===== src/rtl/core/rau_pkg.sv =====
// Shared widths, operation codes and sequencer states of the rational arithmetic unit.
package rau_pkg;

   localparam int WORD_BITS = 32;
   localparam int PROD_BITS = 2 * WORD_BITS;
   localparam int SHIFT_BITS = 6;
   localparam int COUNT_BITS = 7;

   localparam logic [2:0] OP_ADD = 3'd0;
   localparam logic [2:0] OP_SUB = 3'd1;
   localparam logic [2:0] OP_MUL = 3'd2;
   localparam logic [2:0] OP_DIV = 3'd3;
   localparam logic [2:0] OP_CMP = 3'd4;

   localparam logic [1:0] ORD_LESS = 2'd0;
   localparam logic [1:0] ORD_EQUAL = 2'd1;
   localparam logic [1:0] ORD_GREATER = 2'd2;

   localparam logic [PROD_BITS-1:0] LIMIT = PROD_BITS'(1) << (WORD_BITS - 1);

   typedef enum logic [6:0] {
      S_IDLE = 7'b0000001,
      S_MUL  = 7'b0000010,
      S_FORM = 7'b0000100,
      S_GCD  = 7'b0001000,
      S_DIVN = 7'b0010000,
      S_DIVD = 7'b0100000,
      S_DONE = 7'b1000000
   } state_type;

endpackage


===== src/rtl/core/rau_gcd.sv =====
// Binary gcd of two nonzero 64-bit magnitudes, one subtract or shift per cycle.
module rau_gcd import rau_pkg::*; (
   input  logic                 clock,
   input  logic                 reset,
   input  logic                 start,
   input  logic [PROD_BITS-1:0] a_in,
   input  logic [PROD_BITS-1:0] b_in,
   output logic                 done,
   output logic [PROD_BITS-1:0] g
);

   logic [PROD_BITS-1:0]  a_ff, a_in_d, b_ff, b_in_d, g_ff, g_in;
   logic [SHIFT_BITS-1:0] k_ff, k_in;
   logic                  busy_ff, busy_in, done_ff, done_in;

   // Step: finish when either is zero, strip common twos, strip lone twos, else halve the difference
   always_comb begin
      a_in_d = a_ff;
      b_in_d = b_ff;
      k_in = k_ff;
      g_in = g_ff;
      busy_in = busy_ff;
      done_in = 1'b0;
      if (start) begin
         a_in_d = a_in;
         b_in_d = b_in;
         k_in = '0;
         busy_in = 1'b1;
      end else if (busy_ff) begin
         if (a_ff == '0 || b_ff == '0) begin
            g_in = (a_ff | b_ff) << k_ff;
            busy_in = 1'b0;
            done_in = 1'b1;
         end else if (!a_ff[0] && !b_ff[0]) begin
            a_in_d = a_ff >> 1;
            b_in_d = b_ff >> 1;
            k_in = k_ff + SHIFT_BITS'(1);
         end else if (!a_ff[0]) begin
            a_in_d = a_ff >> 1;
         end else if (!b_ff[0]) begin
            b_in_d = b_ff >> 1;
         end else if (a_ff >= b_ff) begin
            a_in_d = (a_ff - b_ff) >> 1;
         end else begin
            b_in_d = (b_ff - a_ff) >> 1;
         end
      end
   end

   always_ff @(posedge clock) begin
      if (reset) begin
         busy_ff <= 1'b0;
         done_ff <= 1'b0;
      end else begin
         busy_ff <= busy_in;
         done_ff <= done_in;
      end
      a_ff <= a_in_d;
      b_ff <= b_in_d;
      k_ff <= k_in;
      g_ff <= g_in;
   end

   assign done = done_ff;
   assign g = g_ff;

endmodule


===== config.mk =====
export PLATFORM = sky130hd
export DESIGN_NAME = rau_gcd
export DESIGN_NICKNAME = d
export VERILOG_FILES = /design/src/rtl/core/rau_pkg.sv /design/src/rtl/core/rau_gcd.sv
export SDC_FILE = /design/constraint.sdc
export NUM_CORES = 1
export LEC_CHECK = 0
export BUFFER_PORTS_ARGS = -buffer_cell sky130_fd_sc_hd__buf_2
export CORE_ASPECT_RATIO = 2
export CORE_UTILIZATION = 25
export CTS_BUF_LIST = sky130_fd_sc_hd__clkbuf_8
export CTS_CLUSTER_SIZE = 40
export DETAILED_ROUTE_END_ITERATION = 12
export GPL_TIMING_DRIVEN = 0
export MAX_ROUTING_LAYER = met4
export PLACE_DENSITY = 0.5
export SLEW_MARGIN = 15
export SYNTH_ARGS = -nofsm -noshare
export SYNTH_HDL_FRONTEND = slang
export SYNTH_SLANG_ARGS = --single-unit

===== constraint.sdc =====
create_clock -name clock -period 9.4 [get_ports clock]
set_clock_uncertainty 0.1 [all_clocks]
set_input_delay 0 -clock clock [delete_from_list [all_inputs] [get_ports clock]]
set_output_delay 0 -clock clock [all_outputs]
set_load 0.02 [all_outputs]

==> impl_results.md <==
- Slew headroom: under 10%
- Total setup buffers inserted after CTS: 0
- DRC violations left: 0
- DR WL/cell: slightly above 30 µm
- Crit-path cells: inv_1, ha_1, inv_1, a211o_1, o211ai_1, nand4_1, a41oi_1, o21ai_2, a21oi_1, o21ai_0, xnor2_1, o21ai_0
- Final wirelength: ~130000 µm
- Status: finished clean
- Initial core utilization: approximately a quarter
- Final net count: about 3300
- Sequential area share after synthesis: between 20% and 30%
- Post-synth EDFFs: approximately 190
- Worst EP required: 9.67 ns
- Largest family of logic cells by synthesized area: compound AO/OA/AOI/OAI gates
- Main synth FF type: edfxtp_1
- Cells after synthesis: around 2600
- Power per cell area: 223 nW/µm²
- Syn nets: a little under 3000
- Die width: 211 µm
- First-pass GRT wire length: 172000 µm
- DP Worst Slack: roughly 4.1 ns
- CTS sink count: 200
- CTS root buf: clkbuf_8
- Vias: 22400
- Yosys warning count: 0
- HP Class: input pin to flip-flop
- Worst Tran Pin Value: ~1.4 ns
- Cell area after synthesis: 21900 µm²
- Hold Violations, Final: 0
- Leakage power: ~10 nW
- Multiplexer share of the synthesized area: under 10%
- Clock buffer depth: 2
- # IOs: between 150 and 200
- Initial DRC count: 1669
- Layout cells sized above 1: around 15%
- Asr flop ratio synth: 0%
- Worst setup margin: 3.88 ns
- GPL Wtd Cong: just over 1
- Crit path max-delay cell type: a41oi_1
- CP delay by family, top: compound AO/OA/AOI/OAI gates
- Max Cap Viol: 0
- Fin. max-slew vios: 0
- Distinct cells, synth: 88
- Crit start category: flip-flop
- DR vias/cell: between 5 and 6
- Detail Placement HPWL: about 110000 µm
- Clock buffer count from CTS: 17
- Setup Viol. Count Final: 0
- CP Class: flip-flop to flip-flop
- Post-synthesis xor/xnor area fraction: 5.04%
- CP Max Fanout: 6
- Post-layout util: between 30 and 40%
- Syn avg cell area: 8.50 µm²
- Die H: about 420 µm
- H-tree depth: 4
- Critical path buffers and inverters: 2
- Synth Area in Compound Gates: between 20 and 25%
- Port Buf Inserts: approximately 190
- Gr usage total: between 20% and 30%
- Max frequency: ~180 MHz
- Detail Route Antenna Nets: 0
- Seq cells post-synth: 200
- Final worst path period need: around 5.5 ns
- Clk Latency, worst-skew pair: about 0.63 ns
- RSZ-0062 raised after global routing: no
- Largest net degree at the start of global routing: 23
- Vias in the first global route: 23300
- Layout area overhead: 20.0%
- Critical path arrival: between 5 and 6 ns
- Simple-Gate Fraction of Synth Area: around 15%
- Tcrit/Tclk final: 58.7%
- Global route overflow: 0
- Core ar.: around 87000 µm²
- Crit end category: flip-flop
- CP max stage delay: 0.87 ns
- Drt pass-1 iters: 6
- Rows: approximately 150
- CTS tree: yes
- Fill cell count: approximately 9600
- IR drop worst, VDD: 0.0000748 V
- Die ar.: just under 90000 µm²
- Synth Area in Adders: between 10% and 20%
- Initial antenna violation count: 4
- Clock transition at path regs: 0.11 ns
[worst reg2reg max path, delay by kind of cell, from the launching register on]
family                   cells  cell delay (ns)
adder cells (fa/ha/maj)      1             0.42
XOR/XNOR                     1             0.26
AO/OA/AOI/OAI                7             3.27
AND/OR/NAND/NOR              1             0.28
flip-flops                   1             0.67
buffers and inverters        2             0.26
[cells in the mapped netlist (all sizes together), types with 13 or more instances]
cell	n	area share, %
a211oi	18	0.74
a21o	15	0.51
a21oi	276	6.6
a221oi	61	2.8
a22oi	23	0.83
and2	15	0.43
buf	66	1.8
clkbuf	97	1.7
edfxtp	192	26
ha	193	11
inv	253	4.3
mux2	19	0.98
mux2i	74	3.4
mux4	48	4.9
nand2	302	5.2
nand2b	16	0.46
nand3	20	0.46
nand4	23	0.66
nor2	188	3.2
nor2b	16	0.46
nor3	29	0.66
nor4	78	2.6
o21ai	142	3.3
o21bai	39	1.3
o221ai	42	2.0
o31a	13	0.52
o31ai	60	2.2
xnor2	121	4.9
[final cells by class]
class | count | area [µm²] | share of cell area [%]
Antenna cell | 4 | 10.0 | 0.0381
Buffer | 163 | 749 | 2.85
Clock buffer | 17 | 234 | 0.890
Clock inverter | 14 | 158 | 0.600
Inverter | 260 | 976 | 3.71
Multi-Input combinational cell | 1953 | 14300 | 54.5
Sequential cell | 200 | 5930 | 22.5
Tap cell | 1162 | 1450 | 5.53
Timing Repair Buffer | 338 | 2460 | 9.37
[cells by family after synthesis]
kind of cell / Yosys count
compound gates: 774
simple gates: 718
buf+inv: 423
flops: 200
fa+ha+maj: 195
mux: 141
xor+xnor: 125
[timing repair]
item / 4_1_cts / 5_1_grt
hold buffers: 130 / 0
gates resized for setup: 0 / 0
hold endpoints to repair: 130 / 0
endpoints found under the setup margin: 0 / 0
[registers in the layout, indices dropped and copies added, names as in the netlist]
name	count
g	64
done	1
busy_ff	1
b_ff	64
k_ff	6
a_ff	64
[layer usage]
layer / vias to the layer above / routed length (µm) / track usage, % / part of all wire [%]
met5: - / 0 / - / 0
met4: 0 / 14000 / 28.5 / 11
met3: 449 / 4710 / 3.38 / 3.8
met2: 928 / 65700 / 52.1 / 52
met1: 10900 / 40900 / 25.7 / 33
li1: 10100 / - / - / -
[path summary, 6_finish.rpt]
path | startpoint | to | slack [ns] | depth (start not counted)
setup / recovery | a_ff[4] | b_ff[54] | 3.88 | 12
hold / removal | start | b_ff[18] | 0.0005 | 2
setup reg to reg | a_ff[4] | b_ff[54] | 3.88 | 12
hold reg to reg | k_ff[5] | g[0] | 0.56 | 2
[power breakdown]
part	leakage, nW	internal, mW	switching [mW]
combinational	8.36	1.25	2.58
sequential	1.92	1.15	0.234
clock	0.197	0.258	0.381
[per-stage QoR]
stage / total power [mW] / area, µm² / setup TNS [ns] / hold slack, ns / std cells
4_1_cts: 5.77 / 26300 / 0 / 0.00341 / 4107
2_1_floorplan: 3.61 / 21900 / 0 / -0.0284 / 2576
5_1_grt: 6.07 / 26300 / 0 / 0.0336 / 4111
3_5_place_dp: 5.07 / 24600 / 0 / 0.144 / 3946
6_report: 5.86 / 26300 / 0 / 0.000517 / 4111
3_3_place_gp: 5.08 / 24300 / -288.19 / 0.150 / 3932
[layout by cell type (no fill, tap or decap), types with 20 or more instances in the layout]
master,count
buf_2,228
ha_1,193
edfxtp_1,192
nor3_1,29
a21oi_1,261
xnor2_1,120
o21ai_1,20
o21bai_1,39
a221oi_1,49
nand2_1,301
mux4_2,48
nand4_1,23
dlygate4sd3_1,130
o21ai_0,115
nor2_1,187
mux2i_1,74
nand3_1,20
clkbuf_1,96
o221ai_1,31
inv_1,250
a22oi_1,21
nor4_1,65
o31ai_1,52
No activity file was read; power rests on OpenSTA's default activity.
