**config.mk**
```make
export PLATFORM = sky130hd
export DESIGN_NAME = rau_div
export DESIGN_NICKNAME = d
export VERILOG_FILES = /design/src/rtl/core/rau_pkg.sv /design/src/rtl/core/rau_div.sv
export SDC_FILE = /design/constraint.sdc
export NUM_CORES = 1
export LEC_CHECK = 0
export ABC_AREA = 1
export BUFFER_PORTS_ARGS = -buffer_cell sky130_fd_sc_hd__buf_2
export CELL_PAD_IN_SITES_DETAIL_PLACEMENT = 2
export CELL_PAD_IN_SITES_GLOBAL_PLACEMENT = 2
export CORE_ASPECT_RATIO = 0.5
export CORE_MARGIN = 3
export CORE_UTILIZATION = 35
export CTS_CLUSTER_SIZE = 14
export DETAILED_ROUTE_END_ITERATION = 8
export PLACE_DENSITY_LB_ADDON = 0.1
export SLEW_MARGIN = 20
export SYNTH_ARGS = -nofsm -noshare
export SYNTH_HDL_FRONTEND = slang
export SYNTH_SLANG_ARGS = --single-unit
export TNS_END_PERCENT = 30
```
**constraint.sdc**
```tcl
create_clock -name clock -period 5.3 [get_ports clock]
set_input_delay 0.265 -clock clock [delete_from_list [all_inputs] [get_ports clock]]
set_output_delay 0.265 -clock clock [all_outputs]
set_load 0.05 [all_outputs]
```
**src/rtl/core/rau_pkg.sv**
```systemverilog
// Shared widths, operation codes and sequencer states of the rational arithmetic unit.
package rau_pkg;

   localparam int WORD_BITS = 32;
   localparam int PROD_BITS = 2 * WORD_BITS;
   localparam int SHIFT_BITS = 6;
   localparam int COUNT_BITS = 7;

   localparam logic [2:0] OP_ADD = 3'd0;
   localparam logic [2:0] OP_SUB = 3'd1;
   localparam logic [2:0] OP_MUL = 3'd2;
   localparam logic [2:0] OP_DIV = 3'd3;
   localparam logic [2:0] OP_CMP = 3'd4;

   localparam logic [1:0] ORD_LESS = 2'd0;
   localparam logic [1:0] ORD_EQUAL = 2'd1;
   localparam logic [1:0] ORD_GREATER = 2'd2;

   localparam logic [PROD_BITS-1:0] LIMIT = PROD_BITS'(1) << (WORD_BITS - 1);

   typedef enum logic [6:0] {
      S_IDLE = 7'b0000001,
      S_MUL  = 7'b0000010,
      S_FORM = 7'b0000100,
      S_GCD  = 7'b0001000,
      S_DIVN = 7'b0010000,
      S_DIVD = 7'b0100000,
      S_DONE = 7'b1000000
   } state_type;

endpackage

```
**src/rtl/core/rau_div.sv**
```systemverilog
// Restoring 64-bit divider, one quotient bit per cycle.
module rau_div import rau_pkg::*; (
   input  logic                 clock,
   input  logic                 reset,
   input  logic                 start,
   input  logic [PROD_BITS-1:0] dividend,
   input  logic [PROD_BITS-1:0] divisor,
   output logic                 done,
   output logic [PROD_BITS-1:0] quotient
);

   logic [PROD_BITS-1:0]  q_ff, q_in, rem_ff, rem_in, dvs_ff, dvs_in;
   logic [PROD_BITS:0]    trial;
   logic [COUNT_BITS-1:0] cnt_ff, cnt_in;
   logic                  busy_ff, busy_in, done_ff, done_in;

   // Shift in one dividend bit, subtract when it fits
   always_comb begin
      trial = {rem_ff, q_ff[PROD_BITS-1]};
      q_in = q_ff;
      rem_in = rem_ff;
      dvs_in = dvs_ff;
      cnt_in = cnt_ff;
      busy_in = busy_ff;
      done_in = 1'b0;
      if (start) begin
         q_in = dividend;
         rem_in = '0;
         dvs_in = divisor;
         cnt_in = '0;
         busy_in = 1'b1;
      end else if (busy_ff) begin
         if (trial >= {1'b0, dvs_ff}) begin
            rem_in = PROD_BITS'(trial - {1'b0, dvs_ff});
            q_in = {q_ff[PROD_BITS-2:0], 1'b1};
         end else begin
            rem_in = trial[PROD_BITS-1:0];
            q_in = {q_ff[PROD_BITS-2:0], 1'b0};
         end
         cnt_in = cnt_ff + COUNT_BITS'(1);
         if (cnt_ff == COUNT_BITS'(PROD_BITS - 1)) begin
            busy_in = 1'b0;
            done_in = 1'b1;
         end
      end
   end

   always_ff @(posedge clock) begin
      if (reset) begin
         busy_ff <= 1'b0;
         done_ff <= 1'b0;
      end else begin
         busy_ff <= busy_in;
         done_ff <= done_in;
      end
      q_ff <= q_in;
      rem_ff <= rem_in;
      dvs_ff <= dvs_in;
      cnt_ff <= cnt_in;
   end

   assign done = done_ff;
   assign quotient = q_ff;

endmodule

```
==> results.ini, run 1 <==
[power]
power.sequential.fraction_pct=44.4
p_per_area_nw_per_um2=238
clockPowerShare_pct=37.6
switching_share_pct=31.2
internal_power_mw=2.84
p_leak_nw=9.43
pwr-share-comb_pct=18.0
netSwitchingPower_mw=1.28
ir_drop_v=0.000168

[floorplanning]
std_cell_rows=51
die_area_um2=43600
effective_utilization_at_floorplan_pct=36.2
core_um2=39600
number_of_primary_i_o_pins=196
die_h_um=149
dieWidth_um=292

[sta]
total_negative_setup_slack_ps=0
layout_min_cycle_time_ps=3730
min_period_over_period_pct=70.4
worst_slew_pin_slew_ps=911
final_hold_viol_count=0
slew_viol_final=0
setup-violations-final=0
fin_worst_skew_ps=20.1
achievable_freq_ghz=0.268
grt_setup_unrepaired=no
max_slew_margin_pct=39.3

[global_routing]
grt_first_pass_wirelength_um=96400
grt_pass1_vias=16457
grt_antenna_before_repair=0
grt_use_total_pct=28.7
grt_overflow=0
pin_count_of_the_biggest_net_entering_global_routing=79

[yosys]
synth.lib_cells_used.distinct=38
postSynthRegisterBits=201
yosys_warnings=0
synth-edff-count=128
synth_fp_nets=2393
synth_sequential_area_ratio_pct=37.0
proportion_of_synthesized_flip_flops_having_asynchronous_set_or_reset_pct=0
ys_dominant_reg_cell=sky130_fd_sc_hd__edfxtp_1
netlist_instances=2196
avgSynthCellArea_um2=6.53
synth.cell_area_um2=14300

[cts]
postCtsSetupBuffers=0
path_clk_slew_ps=70
cts.root.buffer_cell=sky130_fd_sc_hd__clkbuf_16
tritoncts=built
htreeDepth=1
insertion_delay_ps=540
ctsLongestPathBuffers=3
numClockSinks=201
number_of_buffers_added_by_the_clock_tree_synthesis_step=21

[placed_design]
globalplace.congestion=0.955
place.port_buffers=195
hpwlAfterDp_um=46200

[finish]
layout.core_utilization_pct=43.8
drive_above_1_share_pct=11.0
count_of_antenna_diodes_in_the_layout=0
areaGrowthSynthToFinish_pct=21.0
post_layout_nets=2665

[detailed_routing]
drt-vias-per-instance=4.98
drtAntennaViolNets=0
route.detailed.wl_per_inst_um=20.9
drt_iter0_markers=922
detailed_routing_iteration_count_for_the_pre_antenna_repair_pass=5
drc_errors=0
routed_wl_um=63000
dr_total_vias=15001

[worst_setup_path]
reg2reg_path_depth=15
timing.critical_path.from_type=register
path_class=reg2reg
critPathCaptureType=register
worstSetupStartpoint=dvs_ff[11]
crit_required_ps=5700
worst-path-max-fanout=64
regToRegStartpoint=dvs_ff[11]
destination_of_the_worst_register_to_register_timing_path=rem_ff[10]
worst_ep_arrival_time_ps=4120
reg2reg_setup_slack_ps=1570

[flow_run]
maxCapViolCount=0

[outcome]
status=completed

[min_path]
hold_depth=3
min_from=dividend[53]
worstHoldEndpoint=quotient[53]
worst_hold_path_type=in2reg

## state kept, by name, summed over array words and instances, names as in the netlist
name / count
busy_ff: 1
cnt_ff: 7
quotient: 64
done: 1
rem_ff: 64
dvs_ff: 64
## critical path, stage by stage, from the launching register on
cell and delay, ps:
sky130_fd_sc_hd__edfxtp_1 360, sky130_fd_sc_hd__inv_1 80, sky130_fd_sc_hd__ha_1 350, sky130_fd_sc_hd__nand2_1 120
sky130_fd_sc_hd__nor2_1 260, sky130_fd_sc_hd__nand2_1 130, sky130_fd_sc_hd__inv_1 80, sky130_fd_sc_hd__nand2_2 50
sky130_fd_sc_hd__nand2_2 150, sky130_fd_sc_hd__nand2_1 130, sky130_fd_sc_hd__nand2_2 100, sky130_fd_sc_hd__nand2_2 450
sky130_fd_sc_hd__nand2_4 870, sky130_fd_sc_hd__nand2_1 190, sky130_fd_sc_hd__nand3_1 130, sky130_fd_sc_hd__o21ai_0 100
## cells in the final DEF (no fill, tap or decap), drive strengths merged, types with 4 or more instances in the layout
master       Yosys  routed
clkbuf          20      31
ha              65      65
nand3          159     159
dlygate4sd3      0      94
nor2           132     132
edfxtp         128     128
o21bai           9       9
o21ai           47      47
nand3b          30      30
a21oi           52      52
nand4           18      18
nand2          925     925
clkinv           2       4
buf             28     203
dfxtp           73      73
and2             5       5
xnor2           29      29
nor3            18      18
inv            445     448
## how the worst max path moves through the flow
stage / slack (ps) / to
finish: 1570 / rem_ff[10]
detailed placement: 1660 / rem_ff[10]
floorplan: 2200 / quotient[0]
global placement: 1830 / rem_ff[38]
global route: 1270 / rem_ff[10]
CTS: 1620 / rem_ff[10]
## synth_stat cells (3+ instances only)
cell type	number	area share (%)
sky130_fd_sc_hd__nand2_1	912	24
sky130_fd_sc_hd__o21bai_1	8	0.42
sky130_fd_sc_hd__o21ai_1	18	0.63
sky130_fd_sc_hd__inv_2	3	0.079
sky130_fd_sc_hd__nor3_1	18	0.63
sky130_fd_sc_hd__edfxtp_1	128	27
sky130_fd_sc_hd__nand3b_1	30	1.6
sky130_fd_sc_hd__nand3_2	4	0.28
sky130_fd_sc_hd__buf_1	4	0.10
sky130_fd_sc_hd__buf_6	12	0.94
sky130_fd_sc_hd__o21ai_0	29	1.0
sky130_fd_sc_hd__nand2_2	12	0.52
sky130_fd_sc_hd__xnor2_1	29	1.8
sky130_fd_sc_hd__and2_1	4	0.17
sky130_fd_sc_hd__nor2_1	118	3.1
sky130_fd_sc_hd__nor2_2	12	0.52
sky130_fd_sc_hd__ha_1	65	5.7
sky130_fd_sc_hd__dfxtp_1	73	10
sky130_fd_sc_hd__nand4_1	18	0.79
sky130_fd_sc_hd__buf_2	4	0.14
sky130_fd_sc_hd__inv_1	442	12
sky130_fd_sc_hd__buf_4	8	0.42
sky130_fd_sc_hd__nand3_1	155	5.4
sky130_fd_sc_hd__clkbuf_1	20	0.52
sky130_fd_sc_hd__a21oi_1	52	1.8
## through the flow
step	area, um2	power (mW)	std cells	hold slack (ps)	worst slack [ps]
after floorplan	14300	2.29	2196	344	2200
after global placement	15700	2.50	2881	441	1830
after detailed placement	15700	2.53	2881	444	1660
after CTS	17300	4.12	3012	0.881	1620
after global routing	17300	4.28	3012	14.3	1270
final	17300	4.12	3012	16.0	1570
## per-layer routing
metal  routed length (um)  part of all wire, %  track usage (%)
met1                29700                   47             39.1
met2                28400                   45             48.3
met3                 3930                  6.2             5.50
met4                 1010                  1.6             5.11
met5                    0                    0                0
## final cells by class
type,instances,area [um2]
fillers,4902,22300
flip-flops and latches,201,5310
clock buffers,31,603
well taps,530,663
multi-input cells,1500,7050
repair buffers,297,1980
inverters,447,1680
clock inverters,6,62.6
## cells by family after synthesis
logic type | synth area share [%]
AND/OR/NAND/NOR | 37.4
XOR/XNOR | 1.89
adder cells (fa/ha/maj) | 5.81
buffers and inverters | 13.8
flip-flops | 37.0
AO/OA/AOI/OAI | 4.10
## power by group through the flow
stage	Sequential, mW	Clock, mW	Combinational, mW
6_report	1.83	1.55	0.743
5_1_grt	1.84	1.64	0.804
4_1_cts	1.82	1.57	0.731
3_5_place_dp	1.86	0	0.672
3_3_place_gp	1.85	0	0.650
2_1_floorplan	2.02	0	0.263
## repair_timing
action                                  4_1_cts  5_1_grt
hold endpoints to repair                     94        0
hold buffers                                 94        0
resized for setup                             0        0
endpoints found under the setup margin        0        0
(Power assumes the default switching activity.)
==> run 2, diff against run 1 <==
--- a/config.mk
+++ b/config.mk
@@ -5,13 +5,13 @@
 export SDC_FILE = /design/constraint.sdc
 export NUM_CORES = 1
 export LEC_CHECK = 0
-export ABC_AREA = 1
+export ABC_AREA = 0
 export BUFFER_PORTS_ARGS = -buffer_cell sky130_fd_sc_hd__buf_2
 export CELL_PAD_IN_SITES_DETAIL_PLACEMENT = 2
 export CELL_PAD_IN_SITES_GLOBAL_PLACEMENT = 2
 export CORE_ASPECT_RATIO = 0.5
 export CORE_MARGIN = 3
-export CORE_UTILIZATION = 35
+export CORE_UTILIZATION = 33
 export CTS_CLUSTER_SIZE = 14
 export DETAILED_ROUTE_END_ITERATION = 8
 export PLACE_DENSITY_LB_ADDON = 0.1
==> constraint.sdc (replaced) <==
create_clock -name clock -period 3.4 [get_ports clock]
set_input_delay 0.17 -clock clock [delete_from_list [all_inputs] [get_ports clock]]
set_output_delay 0.17 -clock clock [all_outputs]
set_load 0.05 [all_outputs]
==> run 2 against run 1 <==
  * Sequential power up 62%
  * Worst hold slack better by 32 ps
  * Clock power up 59%
  * Largest cell class unchanged
  * Largest power group unchanged
==> results.ini, run 2 <==
[cts]
htreeDepth=1  ; unchanged
insertion_delay_ps=540  ; about the same
numClockSinks=201  ; unchanged
path_clk_slew_ps=70  ; about the same
ctsLongestPathBuffers=3  ; unchanged
cts.root.buffer_cell=sky130_fd_sc_hd__clkbuf_16
tritoncts=built
number_of_buffers_added_by_the_clock_tree_synthesis_step=22  ; +4.8%

[power]
power.sequential.fraction_pct=39.1  ; -5.3 points
internal_power_mw=5.07  ; +79%
p_per_area_nw_per_um2=475  ; +100%
netSwitchingPower_mw=2.50  ; +95%
pwr-share-comb_pct=28.4  ; +10 points
clockPowerShare_pct=32.5  ; -5.1 points
p_leak_nw=6.60  ; -30%
switching_share_pct=33.0  ; +1.9 points
ir_drop_v=0.000243  ; +45%

[yosys]
synth_top_cell_area_share_pct=32.0  ; +5.2 points
synth-edff-count=128  ; unchanged
synth_fp_nets=1375  ; -43%
postSynthRegisterBits=201  ; unchanged
avgSynthCellArea_um2=10.2  ; +56%
ys_dominant_reg_cell=sky130_fd_sc_hd__edfxtp_1
proportion_of_synthesized_flip_flops_having_asynchronous_set_or_reset_pct=0  ; unchanged
netlist_instances=1178  ; -46%
synth_sequential_area_ratio_pct=44.2  ; +7.2 points
yosys_warnings=0  ; unchanged
ys_top_cells_by_area=sky130_fd_sc_hd__edfxtp_1, sky130_fd_sc_hd__dfxtp_1, sky130_fd_sc_hd__ha_1
synth.largest_area_cell=sky130_fd_sc_hd__edfxtp_1
synth.lib_cells_used.distinct=80  ; +110%
most_frequent_cell_after_synthesis=sky130_fd_sc_hd__edfxtp_1
post_synth_most_frequent_cells=sky130_fd_sc_hd__edfxtp_1, sky130_fd_sc_hd__nor2_1, sky130_fd_sc_hd__a21oi_1
synth.cell_area_um2=12000  ; -16%

[outcome]
status=completed

[detailed_routing]
drt_iter0_markers=441  ; -52%
detailed_routing_iteration_count_for_the_pre_antenna_repair_pass=4  ; -1
routed_wl_um=41200  ; -35%
route.detailed.wl_per_inst_um=20.4  ; -2.3%
drtAntennaViolNets=0  ; unchanged
dr_total_vias=10343  ; -31%
drc_errors=0  ; unchanged
drt-vias-per-instance=5.13  ; +3.1%

[floorplanning]
dieWidth_um=276  ; -5.6%
number_of_primary_i_o_pins=196  ; unchanged
die_area_um2=38800  ; -11%
effective_utilization_at_floorplan_pct=34.2  ; -2.0 points
core_um2=35100  ; -11%
die_h_um=141  ; -5.5%
std_cell_rows=48  ; -5.9%

[finish]
layout.area.seq_um2=5310  ; about the same
areaGrowthSynthToFinish_pct=32.8
most-common-layout-cells=sky130_fd_sc_hd__buf_2, sky130_fd_sc_hd__edfxtp_1, sky130_fd_sc_hd__dlygate4sd3_1
multi_input_comb_area_um2=6230  ; -12%
fill_cells=3655  ; -25%
post_layout_nets=1722  ; -35%
count_of_antenna_diodes_in_the_layout=0  ; unchanged
most_common_cell_after_layout_fill_and_taps_aside=sky130_fd_sc_hd__buf_2
drive_above_1_share_pct=26.6  ; +16 points

[worst_setup_path]
critPathCaptureType=register
path_class=reg2reg
worst_ep_arrival_time_ps=3690  ; -430 ps
worst-path-max-fanout=3  ; -95%
crit_required_ps=3850  ; -1850 ps
timing.critical_path.from_type=register

[global_routing]
grt.busiest_layer=met2
groute.layer.met3.usage_pct=4.29  ; -1.2 points
pin_count_of_the_biggest_net_entering_global_routing=64  ; -19%
grt_antenna_before_repair=1  ; +1
grtUsageMet2_pct=37.0  ; -11 points
grt_use_total_pct=21.1  ; -7.7 points
grt_first_pass_wirelength_um=65600  ; -32%
grt_util_met1_pct=27.5  ; -12 points
grt_overflow=0  ; unchanged
grt_pass1_vias=11556  ; -30%

[sta]
min_period_over_period_pct=95.5  ; +25 points
worst_slew_pin_slew_ps=564  ; -347 ps
max_slew_margin_pct=62.4  ; +23 points
slew_viol_final=0  ; unchanged
layout_min_cycle_time_ps=3250  ; -482 ps
setup-violations-final=0  ; unchanged
grt_setup_unrepaired=yes
slack_of_the_critical_path_ps=152  ; -1420 ps
fin_worst_hold_slack_ps=47.7  ; +31.7 ps
achievable_freq_ghz=0.308  ; +15%
final_hold_viol_count=0  ; unchanged
fin_worst_skew_ps=17.1  ; -3.06 ps

[placed_design]
place.port_buffers=195  ; unchanged
hpwlAfterDp_um=28900  ; -37%
globalplace.congestion=0.853  ; -11%
post_placement_worst_setup_slack_ps=-32.5  ; -1700 ps

[min_path]
worst_hold_path_type=in2reg

[flow_run]
maxCapViolCount=0  ; unchanged

[run 2: cell count changes after synthesis, moves of 23 or more]
cell	change
sky130_fd_sc_hd__a21o_1	+33
sky130_fd_sc_hd__xor2_1	+23
sky130_fd_sc_hd__a21oi_1	+32
sky130_fd_sc_hd__nand3b_1	-30
sky130_fd_sc_hd__a211oi_1	+59
sky130_fd_sc_hd__mux2_2	+63
sky130_fd_sc_hd__mux2i_1	+55
sky130_fd_sc_hd__nand2_1	-844
sky130_fd_sc_hd__inv_1	-362
sky130_fd_sc_hd__nand3_1	-138
[run 2: path summary, 6_finish.rpt]
| kind | from | to | slack, ps | depth (start not counted) |
|---|---|---|---|---|
| setup reg to reg | quotient[63] | rem_ff[62] | 150 | 15 |
| setup / recovery | quotient[63] | rem_ff[62] | 150 | 15 |
| hold / removal | dividend[0] | quotient[0] | 50 | 3 |
| hold reg to reg | rem_ff[37] | rem_ff[37] | 510 | 2 |
[run 2: cell type report]
class,count,area share [%]
Inverter,81,1.91
Sequential cell,201,33.3
Multi-Input combinational cell,838,39.1
Timing Repair Buffer,381,17.5
Clock inverter,11,0.722
Tap cell,475,3.73
Clock buffer,28,3.72
[run 2: logic make-up after synthesis]
family,Yosys count,share of synthesized area (%)
muxes,119,10.6
adders and majority gates,66,6.94
xor gates and xnor gates,66,4.81
and+or+nand+nor,279,10.8
DFF,201,44.2
buffers and inverters,139,5.61
AOI/OAI and AO/OA,308,17.0
[run 2: through the flow]
| step | power [mW] | util, % | setup TNS [ps] | cells | instance area, um2 |
|---|---|---|---|---|---|
| final | 7.58 | 45.4 | 0 | 2015 | 15900 |
| after global routing | 7.99 | 45.4 | -143 | 2015 | 15900 |
| after CTS | 7.58 | 44.8 | 0 | 2012 | 15700 |
| after global placement | 4.91 | 39.1 | 0 | 1846 | 13700 |
| after floorplan | 4.35 | - | 0 | 1178 | 12000 |
| after detailed placement | 4.96 | 39.1 | -55.5 | 1846 | 13700 |
[run 2: layer usage]
layer	up-vias	share of wire, %
li1	4993	-
met3	32	4.6
met2	158	49
met4	0	1.1
met5	-	0
met1	5160	46
[run 2: power by group through the flow]
stage	Combinational [mW]	Clock [mW]	Sequential, mW
after floorplan	1.10	0	3.26
after global placement	1.92	0	2.99
after detailed placement	1.96	0	3.00
after CTS	2.09	2.53	2.96
after global routing	2.35	2.65	2.99
final	2.15	2.46	2.96
[run 2: repair_timing]
action / in CTS / in global routing
hold endpoints to repair: 128 / 0
hold buffers: 127 / 0
buffers inserted: 0 / 3
endpoints found under the setup margin: 3 / 47
pin swaps: 0 / 10
gates resized for setup: 2 / 48
cloned: 0 / 0
[run 2: worst max-delay path, cell delays in order, from the launching register on]
cell and delay, ps:
sky130_fd_sc_hd__edfxtp_1 350, sky130_fd_sc_hd__inv_1 50, sky130_fd_sc_hd__ha_2 200, sky130_fd_sc_hd__fa_2 430
sky130_fd_sc_hd__nor2b_4 140, sky130_fd_sc_hd__o21bai_2 80, sky130_fd_sc_hd__a21oi_2 210, sky130_fd_sc_hd__o21ai_2 90
sky130_fd_sc_hd__a211oi_2 280, sky130_fd_sc_hd__nor4b_2 80, sky130_fd_sc_hd__buf_4 160, sky130_fd_sc_hd__o221a_4 220
sky130_fd_sc_hd__o2111ai_2 160, sky130_fd_sc_hd__nand4_1 140, sky130_fd_sc_hd__mux2_4 320, sky130_fd_sc_hd__a311oi_2 240
==> run 3, diff against run 2 <==
--- a/config.mk
+++ b/config.mk
@@ -7,11 +7,12 @@
 export LEC_CHECK = 0
 export ABC_AREA = 0
 export BUFFER_PORTS_ARGS = -buffer_cell sky130_fd_sc_hd__buf_2
+export CAP_MARGIN = 20
 export CELL_PAD_IN_SITES_DETAIL_PLACEMENT = 2
 export CELL_PAD_IN_SITES_GLOBAL_PLACEMENT = 2
 export CORE_ASPECT_RATIO = 0.5
 export CORE_MARGIN = 3
-export CORE_UTILIZATION = 33
+export CORE_UTILIZATION = 36
 export CTS_CLUSTER_SIZE = 14
 export DETAILED_ROUTE_END_ITERATION = 8
 export PLACE_DENSITY_LB_ADDON = 0.1
==> constraint.sdc (replaced) <==
create_clock -name clock -period 3.3 [get_ports clock]
set_input_delay 0.165 -clock clock [delete_from_list [all_inputs] [get_ports clock]]
set_output_delay 0.165 -clock clock [all_outputs]
set_load 0.05 [all_outputs]
==> run 3 against run 2 <==
  * Final area is 2.4% higher
  * Final cell count shrank 0.99%
  * Flip-flop and latch count stayed put
  * Routed wire length increased by 8.9%
==> results.ini, run 3 (same netlist as run 2, synthesis figures left out) <==
[power]
ir_drop_v=0.000284  ; +17%
p_per_area_nw_per_um2=492  ; +3.6%
p_leak_nw=6.76  ; +2.3%

[global_routing]
grt_antenna_before_repair=4  ; +3
grt_use_total_pct=24.8  ; +3.7 points
grt_overflow=0  ; unchanged
grt_pass1_vias=12055  ; +4.3%
grt_first_pass_wirelength_um=70400  ; +7.3%
pin_count_of_the_biggest_net_entering_global_routing=129  ; +100%

[finish]
post_layout_nets=1742  ; +1.2%
final-instance-count-excl-fill=1995  ; -0.99%
multi_input_comb_area_um2=6460  ; +3.7%
drive_above_1_share_pct=29.9  ; +3.2 points
layout.area.seq_um2=5310  ; unchanged
layout.core_utilization_pct=50.6  ; +5.3 points
fill_cells=3335  ; -8.8%
areaGrowthSynthToFinish_pct=35.9
most-common-layout-cells=sky130_fd_sc_hd__buf_2, sky130_fd_sc_hd__edfxtp_1, sky130_fd_sc_hd__dlygate4sd3_1
most_common_cell_after_layout_fill_and_taps_aside=sky130_fd_sc_hd__buf_2

[detailed_routing]
drtAntennaViolNets=0  ; unchanged
drt_iter0_markers=489  ; +11%
drt-vias-per-instance=5.31  ; +3.5%
detailed_routing_iteration_count_for_the_pre_antenna_repair_pass=5  ; +1
route.detailed.wl_per_inst_um=22.5  ; +9.9%
drc_errors=0  ; unchanged
dr_total_vias=10594  ; +2.4%
routed_wl_um=44800  ; +8.9%

[sta]
worst_slew_pin_slew_ps=663  ; +99.1 ps
achievable_freq_ghz=0.315  ; +2.3%
final_hold_viol_count=0  ; unchanged
total_negative_setup_slack_ps=0  ; unchanged
setup-violations-final=0  ; unchanged
layout_min_cycle_time_ps=3170  ; -74.3 ps
slack_of_the_critical_path_ps=127  ; -25.7 ps
grt_setup_unrepaired=yes
max_slew_margin_pct=55.8  ; -6.6 points
fin_worst_skew_ps=18.7  ; +1.66 ps
min_period_over_period_pct=96.2  ; +0.64 points
fin_worst_hold_slack_ps=39.8  ; -7.90 ps
slew_viol_final=0  ; unchanged

[flow_run]
maxCapViolCount=0  ; unchanged

[floorplanning]
die_area_um2=35700  ; -8.1%
effective_utilization_at_floorplan_pct=37.3  ; +3.1 points
dieWidth_um=264  ; -4.2%
std_cell_rows=46  ; -4.2%
die_h_um=135  ; -4.1%
core_um2=32200  ; -8.3%
number_of_primary_i_o_pins=196  ; unchanged

[cts]
cts.root.buffer_cell=sky130_fd_sc_hd__clkbuf_16
tritoncts=built
ctsLongestPathBuffers=3  ; unchanged
htreeDepth=1  ; unchanged
number_of_buffers_added_by_the_clock_tree_synthesis_step=22  ; unchanged
insertion_delay_ps=530  ; about the same
numClockSinks=201  ; unchanged
path_clk_slew_ps=70  ; about the same

[worst_setup_path]
cpMaxStageDelayCell=sky130_fd_sc_hd__or4_4
crit_path_cell_trace=inv_1, ha_4, and2_4, nand2_4, or4_4, a211oi_4, nor4b_4, o221a_4, o2111ai_2, nand4_1, mux2_4, a311oi_2
path_class=reg2reg
stages_on_the_worst_setup_path=12  ; -3
timing.critical_path.from_type=register
worst_ep_arrival_time_ps=3620  ; -70 ps
worst-path-buf-inv=1  ; -1
path_delay_family=simple AND/OR/NAND/NOR gates
critPathCaptureType=register
reg2reg_path_depth=12  ; -3
crit_required_ps=3750  ; -100 ps
worst-path-max-fanout=6  ; +3
cp_slowest_stage_delay_ps=590  ; +160 ps

[placed_design]
hpwlAfterDp_um=29600  ; +2.5%
placed_cells=1819  ; -1.5%
globalplace.congestion=0.821  ; -3.8%
place.port_buffers=195  ; unchanged
post_placement_worst_setup_slack_ps=-192  ; -159 ps

[outcome]
status=completed

[min_path]
worst_hold_path_type=in2reg
hold_depth=3  ; unchanged

==> run 3: cell count changes in the layout (fill, tap and decap cells not counted), sizes merged <==
cell,before,now
buf,253,273
clkbuf,29,26
clkinv,8,11
diode,0,2
inv,80,81
==> run 3: final cells by class <==
class | count | area share [%]
clock inverters | 15 | 0.882
inverters | 81 | 1.86
well taps | 432 | 3.31
multi-input cells | 838 | 39.6
diodes | 2 | 0.0307
flip-flops and latches | 201 | 32.5
clock buffers | 25 | 3.57
repair buffers | 401 | 18.2
==> run 3: worst min-delay path: cells and delay by family <==
family | cells | cell delay, ps
and+or+nand+nor | 2 | 190
buffers and inverters | 1 | 80
==> run 3: report_power, final <==
part           leakage [nW]  switching, mW  internal, mW  total (mW)
sequential             1.87          0.144          2.92        3.06
clock                 0.353           1.15          1.44        2.59
combinational          4.53           1.42         0.959        2.38
==> run 3: path summary, 6_finish.rpt <==
check         startpoint          end  slack (ps)
max           dvs_ff[31]   rem_ff[62]         130
min          dividend[0]  quotient[0]          40
max reg2reg   dvs_ff[31]   rem_ff[62]         130
min reg2reg    rem_ff[8]    rem_ff[8]         510
==> run 3: routing by layer <==
layer / track usage, % / vias up / wire length, um
met5: 0 / - / 13
li1: - / 5039 / -
met1: 31.6 / 5323 / 19900
met3: 4.34 / 45 / 1750
met2: 44.7 / 185 / 22400
met4: 4.62 / 2 / 775
==> run 3: repair_timing <==
| action | 4_1_cts | 5_1_grt |
|---|---|---|
| hold endpoints to repair | 128 | 0 |
| setup endpoints to repair | 11 | 64 |
| gates resized for setup | 22 | 70 |
| hold buffers | 127 | 0 |
| buffers inserted | 2 | 6 |
| pin swaps | 4 | 19 |
==> run 3: metrics by stage <==
stage	area (um2)	total power, mW
5_1_grt	16300	8.43
3_3_place_gp	13800	5.08
6_report	16300	8.03
3_5_place_dp	13800	5.17
4_1_cts	16000	7.94
2_1_floorplan	12000	4.48
